`src/rtl/rsk_pkg.sv`:
```
// Shared types, codes and key functions of the record sorter.
package rsk_pkg;

    localparam int TIME_W     = 40;
    localparam int TEXT_W     = 152;
    localparam int TIME_BYTES = TIME_W / 8;
    localparam int TEXT_BYTES = TEXT_W / 8;
    localparam int KEY_W      = TEXT_W;

    // One record, every text with its first character in the top byte.
    typedef struct packed {
        logic [TIME_W-1:0] time_text;
        logic [TEXT_W-1:0] origin;
        logic [TEXT_W-1:0] dest;
    } record_t;

    // A record together with its comparison key.
    typedef struct packed {
        logic [KEY_W-1:0] key;
        record_t          rec;
    } entry_t;

    typedef enum logic [1:0] {
        KEY_TIME   = 2'd0,
        KEY_ORIGIN = 2'd1,
        KEY_DEST   = 2'd2,
        KEY_NONE   = 2'd3
    } sort_key_t;

    typedef enum logic {
        ST_LOAD,
        ST_DRAIN
    } state_t;

    // Chain control broadcast to every cell.
    typedef struct packed {
        logic insert;
        logic shift;
    } chain_ctl_t;

    // Clears every byte after the first zero byte, so a plain unsigned compare of
    // two keys gives the same order as a C string compare.
    function automatic logic [TEXT_W-1:0] text_key(input logic [TEXT_W-1:0] t);
        logic [TEXT_W-1:0] k;
        logic              seen_zero;
        k         = '0;
        seen_zero = 1'b0;
        for (int i = 0; i < TEXT_BYTES; i++) begin
            if (!seen_zero) begin
                k[TEXT_W-1-8*i -: 8] = t[TEXT_W-1-8*i -: 8];
            end
            if (t[TEXT_W-1-8*i -: 8] == 8'd0) begin
                seen_zero = 1'b1;
            end
        end
        return k;
    endfunction

    function automatic logic [TIME_W-1:0] time_key(input logic [TIME_W-1:0] t);
        logic [TIME_W-1:0] k;
        logic              seen_zero;
        k         = '0;
        seen_zero = 1'b0;
        for (int i = 0; i < TIME_BYTES; i++) begin
            if (!seen_zero) begin
                k[TIME_W-1-8*i -: 8] = t[TIME_W-1-8*i -: 8];
            end
            if (t[TIME_W-1-8*i -: 8] == 8'd0) begin
                seen_zero = 1'b1;
            end
        end
        return k;
    endfunction

    // Key of a record under the selected ordering; the unused code makes all keys equal.
    function automatic logic [KEY_W-1:0] key_of(input sort_key_t sel, input record_t r);
        logic [KEY_W-1:0] k;
        case (sel)
            KEY_TIME:   k = {{(KEY_W-TIME_W){1'b0}}, time_key(r.time_text)};
            KEY_ORIGIN: k = text_key(r.origin);
            KEY_DEST:   k = text_key(r.dest);
            default:    k = '0;
        endcase
        return k;
    endfunction

endpackage

```
`src/rtl/rsk_cell.sv`:
```
// One cell of the sorting chain: holds one record and its key.
module rsk_cell
    import rsk_pkg::*;
(
    input  logic       aclk,
    input  logic       aresetn,
    input  chain_ctl_t ctl,
    input  entry_t     new_entry,
    input  entry_t     left_entry,
    input  logic       left_vld,
    input  logic       left_gt,
    input  entry_t     right_entry,
    input  logic       right_vld,
    output entry_t     entry,
    output logic       vld,
    output logic       gt
);

    entry_t entry_reg, entry_next;
    logic   vld_reg, vld_next;

    // An empty cell counts as larger than anything; ties do not count, which keeps
    // the sort stable.
    assign gt = !vld_reg || (entry_reg.key > new_entry.key);

    always_comb begin
        entry_next = entry_reg;
        vld_next   = vld_reg;
        if (ctl.insert && gt) begin
            if (left_gt) begin
                entry_next = left_entry;
                vld_next   = left_vld;
            end else begin
                entry_next = new_entry;
                vld_next   = 1'b1;
            end
        end else if (ctl.shift) begin
            entry_next = right_entry;
            vld_next   = right_vld;
        end
    end

    always_ff @(posedge aclk) begin
        entry_reg <= entry_next;
    end

    always_ff @(posedge aclk) begin
        if (!aresetn) begin
            vld_reg <= 1'b0;
        end else begin
            vld_reg <= vld_next;
        end
    end

    assign entry = entry_reg;
    assign vld   = vld_reg;

endmodule

```
`config.mk`:
```
export PLATFORM = sky130hd
export DESIGN_NAME = rsk_cell
export DESIGN_NICKNAME = d
export VERILOG_FILES = /design/src/rtl/rsk_pkg.sv /design/src/rtl/rsk_cell.sv
export SDC_FILE = /design/constraint.sdc
export NUM_CORES = 1
export LEC_CHECK = 0
export BUFFER_PORTS_ARGS = -buffer_cell sky130_fd_sc_hd__buf_2
export CAP_MARGIN = 20
export CORE_AREA = 3 3 781 783
export CTS_BUF_LIST = sky130_fd_sc_hd__clkbuf_8 sky130_fd_sc_hd__clkbuf_16
export DETAILED_ROUTE_END_ITERATION = 8
export DIE_AREA = 0 0 784 786
export GPL_TIMING_DRIVEN = 1
export REMOVE_ABC_BUFFERS = 1
export SKIP_CTS_REPAIR_TIMING = 1
export SYNTH_ARGS = -nofsm -noshare
export SYNTH_HDL_FRONTEND = slang
export SYNTH_SLANG_ARGS = --single-unit
```
`constraint.sdc`:
```
create_clock -name aclk -period 18.1 [get_ports aclk]
set_input_delay 3.62 -clock aclk [delete_from_list [all_inputs] [get_ports aclk]]
set_output_delay 3.62 -clock aclk [all_outputs]
set_load 0.05 [all_outputs]
```
==> results.sh <==
export IMPL_crit_path_end_kind="primary output"
export IMPL_synth_most_common_cell="mux2_2"
export IMPL_synth_edf_count=496
export IMPL_p_leak_uw=0.0219
export IMPL_ys_top_cells_by_area="edfxtp_1, mux2_2, mux2_4"
export IMPL_synth_common_cells="mux2_2, edfxtp_1, mux2_4"
export IMPL_routed_wl_mm=475
export IMPL_synthesis_instances=2331
export IMPL_synthArstFlopShare=0
export IMPL_hold_ws_ns=1.19
export IMPL_cts_path_max_buffers=4
export IMPL_place_gp_congestion=1.00
export IMPL_crit_path_start="new_entry[495]"
export IMPL_synth_seq_cells=497
export IMPL_cts_buffers=85
export IMPL_area_sequential_sq_mm=0.0149
export IMPL_ant_nets=0
export IMPL_cts_tree="done"
export IMPL_yosysSeqAreaShare=0.469
export IMPL_grt_pass1_wl_mm=538
export IMPL_antenna_found_initial=738
export IMPL_synth_flop_cell="edfxtp_1"
export IMPL_clock_skew_ns=0.102
export IMPL_die_h_microns=786
export IMPL_io_pins=1993
export IMPL_synth_warnings=0
export IMPL_hold_violations=0
export IMPL_power_uw=5030
export IMPL_finalNetCount=5972
export IMPL_power_frac_seq=0.318
export IMPL_synth_cell_type_count=48
export IMPL_slew_headroom=0.283
export IMPL_hp_start="vld$_SDFFE_PN0P_"
export IMPL_synth_top_cell_area_share=0.468
export IMPL_drv_slew=0
export IMPL_synth_area_per_cell_sq_um=13.6
export IMPL_p_switching_uw=2120
export IMPL_filler_cell_count=70300
export IMPL_period_share=0.622
export IMPL_critPathMaxFanout=4
export IMPL_drc=0
export IMPL_grt_pass1_vias=30400
export IMPL_cts_root_buf="clkbuf_16"
export IMPL_start_util=0.0528
export IMPL_avgRoutedWirePerCell_microns=37.4
export IMPL_crit_type="input port to primary output"
export IMPL_cp_data_arrival_time_ns=7.64
export IMPL_largest_reg_flops=496
export IMPL_htree_levels=3
export IMPL_fin_util=0.0904
export IMPL_drt_pass1_iter_count=5
export IMPL_max_freq_mhz=88.8
export IMPL_vias=33100
export IMPL_numPortBuffers=1992
export IMPL_cp_required_ns=14.48
export IMPL_drive_gt1_frac=0.672
export IMPL_grt_max_degree=104
export IMPL_grt_use_total=0.147
export IMPL_cellPowerDensity_mw_per_mm2=92.3
export IMPL_multi_input_area_sq_mm=0.0152
export IMPL_rsz0062_at_grt="false"
export IMPL_p_clk_frac=0.327
export IMPL_dieWidth_microns=784
export IMPL_row_count=285
export IMPL_p_int_uw=2920
export IMPL_r2r_start="entry[427]$_DFFE_PP_"
export IMPL_switching_share=0.420
export IMPL_hp_class="flip-flop to flip-flop"
export IMPL_fp_dieArea_sq_mm=0.616
export IMPL_clock_sinks=497
export IMPL_synth_top_area_cell="edfxtp_1"
export IMPL_worstMarginPinSlew_ns=1.06
export IMPL_cap_violations=0
export IMPL_hpwl_mm=436
export IMPL_finalSetupViolCount=0
export IMPL_finalCriticalPeriod_ns=11.26
export IMPL_routed_via_density=2.61
export IMPL_grt_overflow=0
export IMPL_ir_worst_vdd_mv=0.0672
export IMPL_syn_cell_area_sq_mm=0.0318
export IMPL_area_growth_synth_to_final_pct=71.4
export IMPL_outcome="finished clean"
export IMPL_clk_latency_ns=0.85
export IMPL_start_kind="input port"
export IMPL_drtIter0Drc=3194
export IMPL_clkTransAtPathRegs_ns=0.06
export IMPL_coreArea_sq_mm=0.603
export IMPL_p_comb_frac=0.355
[worst paths after layout]
kind / to / slack, ns / cells after the start
hold reg to reg: vld$_SDFFE_PN0P_ / 1.19 / 3
hold / removal: vld$_SDFFE_PN0P_ / 1.19 / 3
setup reg to reg: entry[119]$_DFFE_PP_ / 10.74 / 13
setup / recovery: gt / 6.84 / 11
[per-stage QoR]
stage          instances  setup slack [ns]  TNS (ns)  area (sq um)
2_1_floorplan       2204            -12.35  -9919.07         30700
3_3_place_gp       12300              6.45         0         51200
3_5_place_dp       12300              6.57         0         51200
4_1_cts            12400              6.55         0         53800
5_1_grt            12600              6.51         0         54200
6_report           12700              6.84         0         54500
[cells by family (layout without fill, tap and decap cells)]
group,after synthesis,count (layout),share of synthesized area
mux,843,843,0.331
flops,497,497,0.469
buf+inv,285,2337,0.0531
simple gates,281,281,0.0398
compound gates,273,273,0.0478
fa+ha+maj,152,152,0.0598
other cells,0,285,0
[power by group through the flow]
stage | logic [uW] | clock network [uW] | registers [uW]
detailed placement | 1820 | 0 | 1620
global placement | 1820 | 0 | 1620
global route | 1870 | 1760 | 1610
finish | 1790 | 1650 | 1600
floorplan | 671 | 0 | 2100
CTS | 1820 | 1740 | 1600
[placed cells by master (no fill, tap or decap), types with 8 or more instances in the layout]
master	netlist	routed
o21ai_0	169	163
edfxtp_1	496	496
clkinv_1	0	14
nand4_1	35	35
nand3_1	22	22
inv_1	158	176
clkbuf_16	0	86
diode_2	0	285
mux2_1	56	56
nor3_1	8	8
buf_2	2	1991
a21oi_1	56	54
mux2_4	273	273
buf_12	30	9
nor2_1	13	13
buf_4	15	32
nand2_1	184	184
ha_1	152	152
clkinv_2	0	11
a21o_1	11	11
mux2_2	513	513
[area by class of cell]
class	instances	share of cell area
inverters	158	0.0109
well taps	8036	0.184
flip-flops and latches	497	0.274
clock buffers	86	0.0395
clock inverters	59	0.00769
multi-input cells	1549	0.280
diodes	285	0.0131
repair buffers	2034	0.191
[routing by layer]
metal	up-vias	GRT usage	share of wire
li1	13100	-	-
met1	15700	0.166	0.38
met2	2838	0.238	0.45
met3	1232	0.0711	0.12
met4	208	0.0554	0.049
met5	-	0.00708	0.0030
[worst max-delay path, cell delays in order]
cell and delay, ns:
buf_2 0.15, inv_1 0.09, ha_1 0.60, nand4_1 0.28, nor4_4 0.70, nand3_1 0.43
a2111o_1 0.49, a31oi_1 0.18, nor3_1 0.13, a21boi_0 0.56, buf_2 0.39
Note: power is estimated with default switching activity, not from simulation.
